`src/design/assert_macros.svh`:
```
// assertion macros shared by the symbol table modules
// no dependencies; included by files that carry concurrent checks
`ifndef ASSERT_MACROS_SVH
`define ASSERT_MACROS_SVH

// antecedent implies consequent in the same cycle
`define ASSERT_IMPLIES(label, clk, rst_n, ante, cons) \
    label: assert property (@(posedge clk) disable iff (!rst_n) (ante) |-> (cons)) \
        else $error("assertion failed");

// antecedent implies consequent in the next cycle
`define ASSERT_NEXT(label, clk, rst_n, ante, cons) \
    label: assert property (@(posedge clk) disable iff (!rst_n) (ante) |=> (cons)) \
        else $error("assertion failed");

`endif

```
`src/design/ssym_pkg.sv`:
```
// shared types and codes for the scoped symbol table
// no dependencies; used by the controller, datapath and top level
package ssym_pkg;

    localparam int FIELD_W = 64;
    localparam int REQ_W   = 3;

    typedef enum logic [REQ_W-1:0] {
        REQ_PUSH   = 3'd0,
        REQ_POP    = 3'd1,
        REQ_SET    = 3'd2,
        REQ_UPDATE = 3'd3,
        REQ_GET    = 3'd4,
        REQ_EXISTS = 3'd5
    } req_t;

    typedef enum logic [1:0] {
        ST_OK         = 2'd0,
        ST_STACK_FULL = 2'd1,
        ST_POP_GLOBAL = 2'd2,
        ST_SCOPE_FULL = 2'd3
    } status_t;

    typedef enum logic [2:0] {
        S_IDLE,
        S_DISPATCH,
        S_POP_WAIT,
        S_SCAN,
        S_CNT_WAIT,
        S_CMP,
        S_NOMATCH,
        S_FINISH
    } state_t;

    typedef struct packed {
        logic    latch_req;
        logic    push;
        logic    pop;
        logic    pop_load;
        logic    search_init;
        logic    scope_down;
        logic    cnt_load;
        logic    idx_inc;
        logic    write_match;
        logic    append;
        logic    res_found;
        logic    res_take_value;
        logic    res_set_status;
        status_t res_status;
        logic    load_out;
    } ssym_cmd_t;

    typedef struct packed {
        logic [REQ_W-1:0] req;
        logic             top_full;
        logic             top_global;
        logic             idx_end;
        logic             scope_bottom;
        logic             key_hit;
        logic             scope_full;
        logic             out_busy;
    } ssym_sts_t;

endpackage

```
`src/design/ssym_ctrl.sv`:
```
// controller state machine for the scoped symbol table
// depends on ssym_pkg and assert_macros.svh
`include "assert_macros.svh"

module ssym_ctrl (
    input  logic                 clk,
    input  logic                 rst_n,
    input  logic                 in_valid,
    output logic                 in_stall,
    input  ssym_pkg::ssym_sts_t  sts,
    output ssym_pkg::ssym_cmd_t  cmd
);

    ssym_pkg::state_t state_reg;
    ssym_pkg::state_t state_next;

    always_ff @(posedge clk or negedge rst_n)
    begin
        if (!rst_n)
        begin
            state_reg <= ssym_pkg::S_IDLE;
        end
        else
        begin
            state_reg <= state_next;
        end
    end

    always_comb
    begin
        state_next = state_reg;
        cmd        = '0;
        case (state_reg)
            ssym_pkg::S_IDLE:
            begin
                if (in_valid)
                begin
                    cmd.latch_req = 1'b1;
                    state_next    = ssym_pkg::S_DISPATCH;
                end
            end
            ssym_pkg::S_DISPATCH:
            begin
                case (sts.req)
                    ssym_pkg::REQ_PUSH:
                    begin
                        if (sts.top_full)
                        begin
                            cmd.res_set_status = 1'b1;
                            cmd.res_status     = ssym_pkg::ST_STACK_FULL;
                        end
                        else
                        begin
                            cmd.push = 1'b1;
                        end
                        state_next = ssym_pkg::S_FINISH;
                    end
                    ssym_pkg::REQ_POP:
                    begin
                        if (sts.top_global)
                        begin
                            cmd.res_set_status = 1'b1;
                            cmd.res_status     = ssym_pkg::ST_POP_GLOBAL;
                            state_next         = ssym_pkg::S_FINISH;
                        end
                        else
                        begin
                            cmd.pop    = 1'b1;
                            state_next = ssym_pkg::S_POP_WAIT;
                        end
                    end
                    ssym_pkg::REQ_SET, ssym_pkg::REQ_UPDATE,
                    ssym_pkg::REQ_GET, ssym_pkg::REQ_EXISTS:
                    begin
                        cmd.search_init = 1'b1;
                        state_next      = ssym_pkg::S_SCAN;
                    end
                    default:
                    begin
                        state_next = ssym_pkg::S_FINISH;
                    end
                endcase
            end
            ssym_pkg::S_POP_WAIT:
            begin
                cmd.pop_load = 1'b1;
                state_next   = ssym_pkg::S_FINISH;
            end
            ssym_pkg::S_SCAN:
            begin
                if (sts.idx_end)
                begin
                    // set looks at the top scope only
                    if (sts.req == ssym_pkg::REQ_SET || sts.scope_bottom)
                    begin
                        state_next = ssym_pkg::S_NOMATCH;
                    end
                    else
                    begin
                        cmd.scope_down = 1'b1;
                        state_next     = ssym_pkg::S_CNT_WAIT;
                    end
                end
                else
                begin
                    state_next = ssym_pkg::S_CMP;
                end
            end
            ssym_pkg::S_CNT_WAIT:
            begin
                cmd.cnt_load = 1'b1;
                state_next   = ssym_pkg::S_SCAN;
            end
            ssym_pkg::S_CMP:
            begin
                if (sts.key_hit)
                begin
                    case (sts.req)
                        ssym_pkg::REQ_GET:
                        begin
                            cmd.res_found      = 1'b1;
                            cmd.res_take_value = 1'b1;
                        end
                        ssym_pkg::REQ_EXISTS:
                        begin
                            cmd.res_found = 1'b1;
                        end
                        default:
                        begin
                            cmd.write_match = 1'b1;
                        end
                    endcase
                    state_next = ssym_pkg::S_FINISH;
                end
                else
                begin
                    cmd.idx_inc = 1'b1;
                    state_next  = ssym_pkg::S_SCAN;
                end
            end
            ssym_pkg::S_NOMATCH:
            begin
                if (sts.req inside {ssym_pkg::REQ_SET, ssym_pkg::REQ_UPDATE})
                begin
                    if (sts.scope_full)
                    begin
                        cmd.res_set_status = 1'b1;
                        cmd.res_status     = ssym_pkg::ST_SCOPE_FULL;
                    end
                    else
                    begin
                        cmd.append = 1'b1;
                    end
                end
                state_next = ssym_pkg::S_FINISH;
            end
            ssym_pkg::S_FINISH:
            begin
                if (!sts.out_busy)
                begin
                    cmd.load_out = 1'b1;
                    state_next   = ssym_pkg::S_IDLE;
                end
            end
            default:
            begin
                state_next = ssym_pkg::S_IDLE;
            end
        endcase
    end

    assign in_stall = (state_reg != ssym_pkg::S_IDLE);

    // a compare always follows a key read issued from the scan state
    `ASSERT_IMPLIES(a_cmp_after_scan, clk, rst_n, state_reg == ssym_pkg::S_CMP, $past(state_reg) == ssym_pkg::S_SCAN)
    // a new beat is only taken after the result was handed to the output stage
    `ASSERT_IMPLIES(a_idle_after_finish, clk, rst_n, $fell(in_stall), $past(state_reg) == ssym_pkg::S_FINISH)
    // the output stage is only loaded from the final state
    `ASSERT_IMPLIES(a_load_in_finish, clk, rst_n, cmd.load_out, state_reg == ssym_pkg::S_FINISH)

endmodule

```
`config.mk`:
```
export PLATFORM = sky130hd
export DESIGN_NAME = ssym_ctrl
export DESIGN_NICKNAME = d
export VERILOG_FILES = /design/src/design/ssym_pkg.sv /design/src/design/ssym_ctrl.sv
export VERILOG_INCLUDE_DIRS = /design/src /design/src/design
export SDC_FILE = /design/constraint.sdc
export NUM_CORES = 1
export LEC_CHECK = 0
export CORE_AREA = 3 3 40 42
export CTS_CLUSTER_SIZE = 12
export DETAILED_ROUTE_END_ITERATION = 6
export DIE_AREA = 0 0 43 45
export DONT_BUFFER_PORTS = 1
export REMOVE_ABC_BUFFERS = 1
export SYNTH_ARGS = -nofsm -noshare
export SYNTH_HDL_FRONTEND = slang
export SYNTH_SLANG_ARGS = --single-unit
```
`constraint.sdc`:
```
create_clock -name clk -period 1.57 [get_ports clk]
set_input_delay 0.157 -clock clk [delete_from_list [all_inputs] [get_ports clk]]
set_output_delay 0.157 -clock clk [all_outputs]
set_load 0.02 [all_outputs]
```
# After elaboration in Yosys (flattened, before gate mapping)
# Cells that the tools add are included.
# totals
regBits,3
latchBits,0
ramBits,0
rom_bits,0
in_bits,13
out_inout_bits,17
wordCells,65
mem_count,0
# classes
n_addsub,0
n_mul,0
div_mod_pow,0
order_cmp,0
eq_ne,14
shift,0
mux,41
bitwise,0
reduce_logical,9
# ops
op,n
$mux W3,8
$mux W1,23
$pmux W3 S7,1
$eq A3 B3 Y1 const B,6
$pmux W3 S2,3
$eq A3 B2 Y1 const B,4
$mux W2,6
$eq A3 B1 Y1 const B,2
$logic_not A3 Y1,2
$ne A2 B2 Y1 const B,2
$reduce_or A2 Y1,2
$reduce_or A4 Y1,1
$reduce_bool A3 Y1,1
$reduce_and A2 Y1,1
$reduce_bool A2 Y1,1
$logic_or A1 B1 Y1,1

# Depth between registers and ports, before layout
# logic_depth
depth_word,5
ltp_mapped,4
depth_no_buf,4

# Least setup slack after synthesis
# No wires, ideal clock.
# synth_timing
kind,register -> output
from,register state_reg[0]
to,output cmd[4] (netlist bit)
t_arrival_ns,1.415
required_time_ns,1.413
slack_ns,-0.002
stages_incl_launch_ff,5
n_path_buf,1
cell_sequence,dfrtp_1 -> buf_2 -> nor2b_1 -> nand3_1 -> nor4_1
# synth_lines
element,line_no,text
"start, declared",ssym_ctrl.sv:14,ssym_pkg::state_t state_reg;
"start signal, assigned",ssym_ctrl.sv:21,state_reg <= ssym_pkg::S_IDLE;
"start signal, assigned",ssym_ctrl.sv:25,state_reg <= state_next;
"end, declared",ssym_ctrl.sv:11,output ssym_pkg::ssym_cmd_t cmd

==> out/qor.yml <==
setup_path:
  regToRegSetupSlack_ps: 290
  slowest_delay_ps: 440
  r2r_start: "state_reg[2]$_DFFE_PN0P_"
  cp_cell_sequence: "nor3b_4, nand3_2, o21ai_1, buf_4"
  r2r_end: "state_reg[2]$_DFFE_PN0P_"
  worst_path_max_delay_cell: "dfrtp_2"
  cp-end-kind: "primary output"
  cp_max_fo: 5
  worstPathArrival_ps: 1390
  reg2reg_depth: 4
  cp.required_ps: 1410
  critPathLaunchType: "register"
  cp_top_family: "flip-flops"
  critPathBufInv: 1
  worstSetupPathType: "register to primary output"
cells_and_area:
  diodes: 0
  seq_area_um2: 76.32
  n_fill_cell: 117
  utilization_pct: 54.43
  nets: 99
  final_area_um2: 699.4
  layout-drive-gt1-share_pct: 43.90
  final-instance-count-excl-fill: 97
  syn2layout_area_growth_pct: 51.49
  largest_reg_flops: 3
  multi_input_area_um2: 391.6
floorplanning:
  die-area_um2: 1935
  rows: 13
  design.core.area_um2: 1285
  ios: 30
  die_h_um: 45
  start_util_pct: 35.93
  fp.dieW_um: 43
sta:
  fin_crit_sh_pct: 98.29
  setup_ws_ps: 26.86
  setup_tns_ps: 0
  rsz0062_at_grt: "true"
  period_needed_ps: 1543
  max_freq_mhz: 648.0
  max-slew-margin-rel_pct: 75.05
  holdWs_ps: 117.2
  slew_viol_final: 0
  finalClockSkew_ps: 0.7189
  hold_violations: 0
  worst_pin_slew_ps: 372.9
  setup_viol: 0
grt:
  grt_start_max_net_pins: 9
  grt-ovfl-total: 0
  antenna_found_initial: 0
  grt_pass1_vias: 456
  grt_use_total_pct: 12.57
  grt_first_pass_wirelength_um: 1814
routing:
  drtPass1Iterations: 2
  wl_um: 1140
  routed_via_density: 5.124
  via_count: 497
  drt-initial-drc-count: 4
  drcViolationCount: 0
  drtAntennaViolNets: 0
  routedWlPerCell_um: 11.75
synth:
  synth-seq-cells: 3
  syn-cell-area_um2: 461.7
  synth_area_leaders: "dfrtp_1 16%, ha_1 8.1%, nor3b_1 8.1%, nand4b_4 5.1%, and2_1 4.1%"
  synth-seq-area-share_pct: 16.26
  synth_top_area_share_pct: 16.26
  netlist_top_cells_count: "5 x nand2_1, 5 x nor2_1, 5 x nor3b_1, 4 x inv_1"
  yosysWarnings: 0
  synth-edff-count: 0
  syn_avg_cell_area_um2: 7.695
  yosysTopAreaCell: "dfrtp_1"
  synthFlopType: "dfrtp_1"
  async_flop_share_pct: 100.0
  synthDistinctLibCells: 28
  syn_inst: 60
power:
  cellPowerDensity_nw_per_um2: 1268
  totalPowerFinal_uw: 886.6
  leakage_nw: 0.3154
  ir_drop_mv: 0.6559
placed_design:
  dp.cells: 86
  placed_area_um2: 565.5
  pre_cts_slack_ps: 97.11
  gp_congestion: 0.7856
  port_buffers: 0
  hpwlAfterDp_um: 885.1
clocking:
  clkSinkCount: 3
  root_buffer: "clkbuf_4"
  cts_max_level: 1
  clk_pin_slew_ps: 30
  clkLatencyLatePin_ps: 230
  cts_tree: "yes"
  cts_buffers: 3
  cts_buffer_depth: 2
hold_path:
  hold_path_end: "state_reg[1]$_DFFE_PN0P_"
  whs_path_depth: 2
  min_path_type: "input port to register"
  hold_start: "sts[4]"
status:
  status: "complete, no violations"
job:
  drv_cap: 0
==> final cells by class <==
| type | count | share of cell area, % |
|---|---|---|
| Multi-Input combinational cell | 50 | 55.99 |
| Timing Repair Buffer | 21 | 24.51 |
| Sequential cell | 3 | 10.91 |
| Clock buffer | 4 | 3.757 |
| Tap cell | 15 | 2.683 |
| Inverter | 4 | 2.147 |
==> cells in the final DEF (no fill, tap or decap), drive strengths merged, types with 2 or more instances in the layout <==
cell type	netlist	routed
and2	3	3
buf	3	20
o21ai	5	5
inv	4	4
ha	3	3
dfrtp	3	3
nor2	5	5
clkbuf	0	4
nand3	2	2
a21oi	3	3
nand2b	3	3
nor2b	2	2
nand2	5	5
nor3b	6	6
nor4	2	2
==> timing repair <==
| item | CTS | global route |
|---|---|---|
| setup buffers | 4 | 2 |
| endpoints found under the setup margin | 11 | 8 |
| hold buffers | 1 | 0 |
| hold endpoints to repair | 3 | 0 |
| pin swaps | 1 | 6 |
| resized for setup | 4 | 10 |
==> where the power goes <==
part	total (mW)	internal, mW	switching (mW)
registers	0.169	0.116	0.0526
logic	0.586	0.291	0.295
clock network	0.131	0.0950	0.0363
total	0.887	0.503	0.384
==> layer usage <==
layer | track usage, % | share of wire (%)
met3 | 1.992 | 7.3
met2 | 20.66 | 50
met5 | 0 | 0
met4 | 9.036 | 0
met1 | 14.94 | 43
==> worst max-delay path by stage <==
stage / cells past startpoint / to / from
finish: 4 / cmd[2] / state_reg[1]$_DFFE_PN0P_
global route: 4 / cmd[3] / state_reg[1]$_DFFE_PN0P_
CTS: 4 / cmd[1] / state_reg[1]$_DFFE_PN0P_
detailed placement: 4 / cmd[1] / state_reg[1]$_DFFE_PN0P_
global placement: 4 / cmd[3] / state_reg[1]$_DFFE_PN0P_
floorplan: 3 / cmd[4] / state_reg[1]$_DFFE_PN0P_
==> kinds of logic (layout without fill, tap and decap cells) <==
logic type	count (synthesis)	count (layout)	synth area share, %
AND/OR/NAND/NOR	37	37	55.29
AO/OA/AOI/OAI	9	9	10.84
flip-flops	3	3	16.26
buffers and inverters	7	29	7.585
adder cells (fa/ha/maj)	3	3	8.131
XOR/XNOR	1	1	1.897
(Power assumes the default switching activity.)
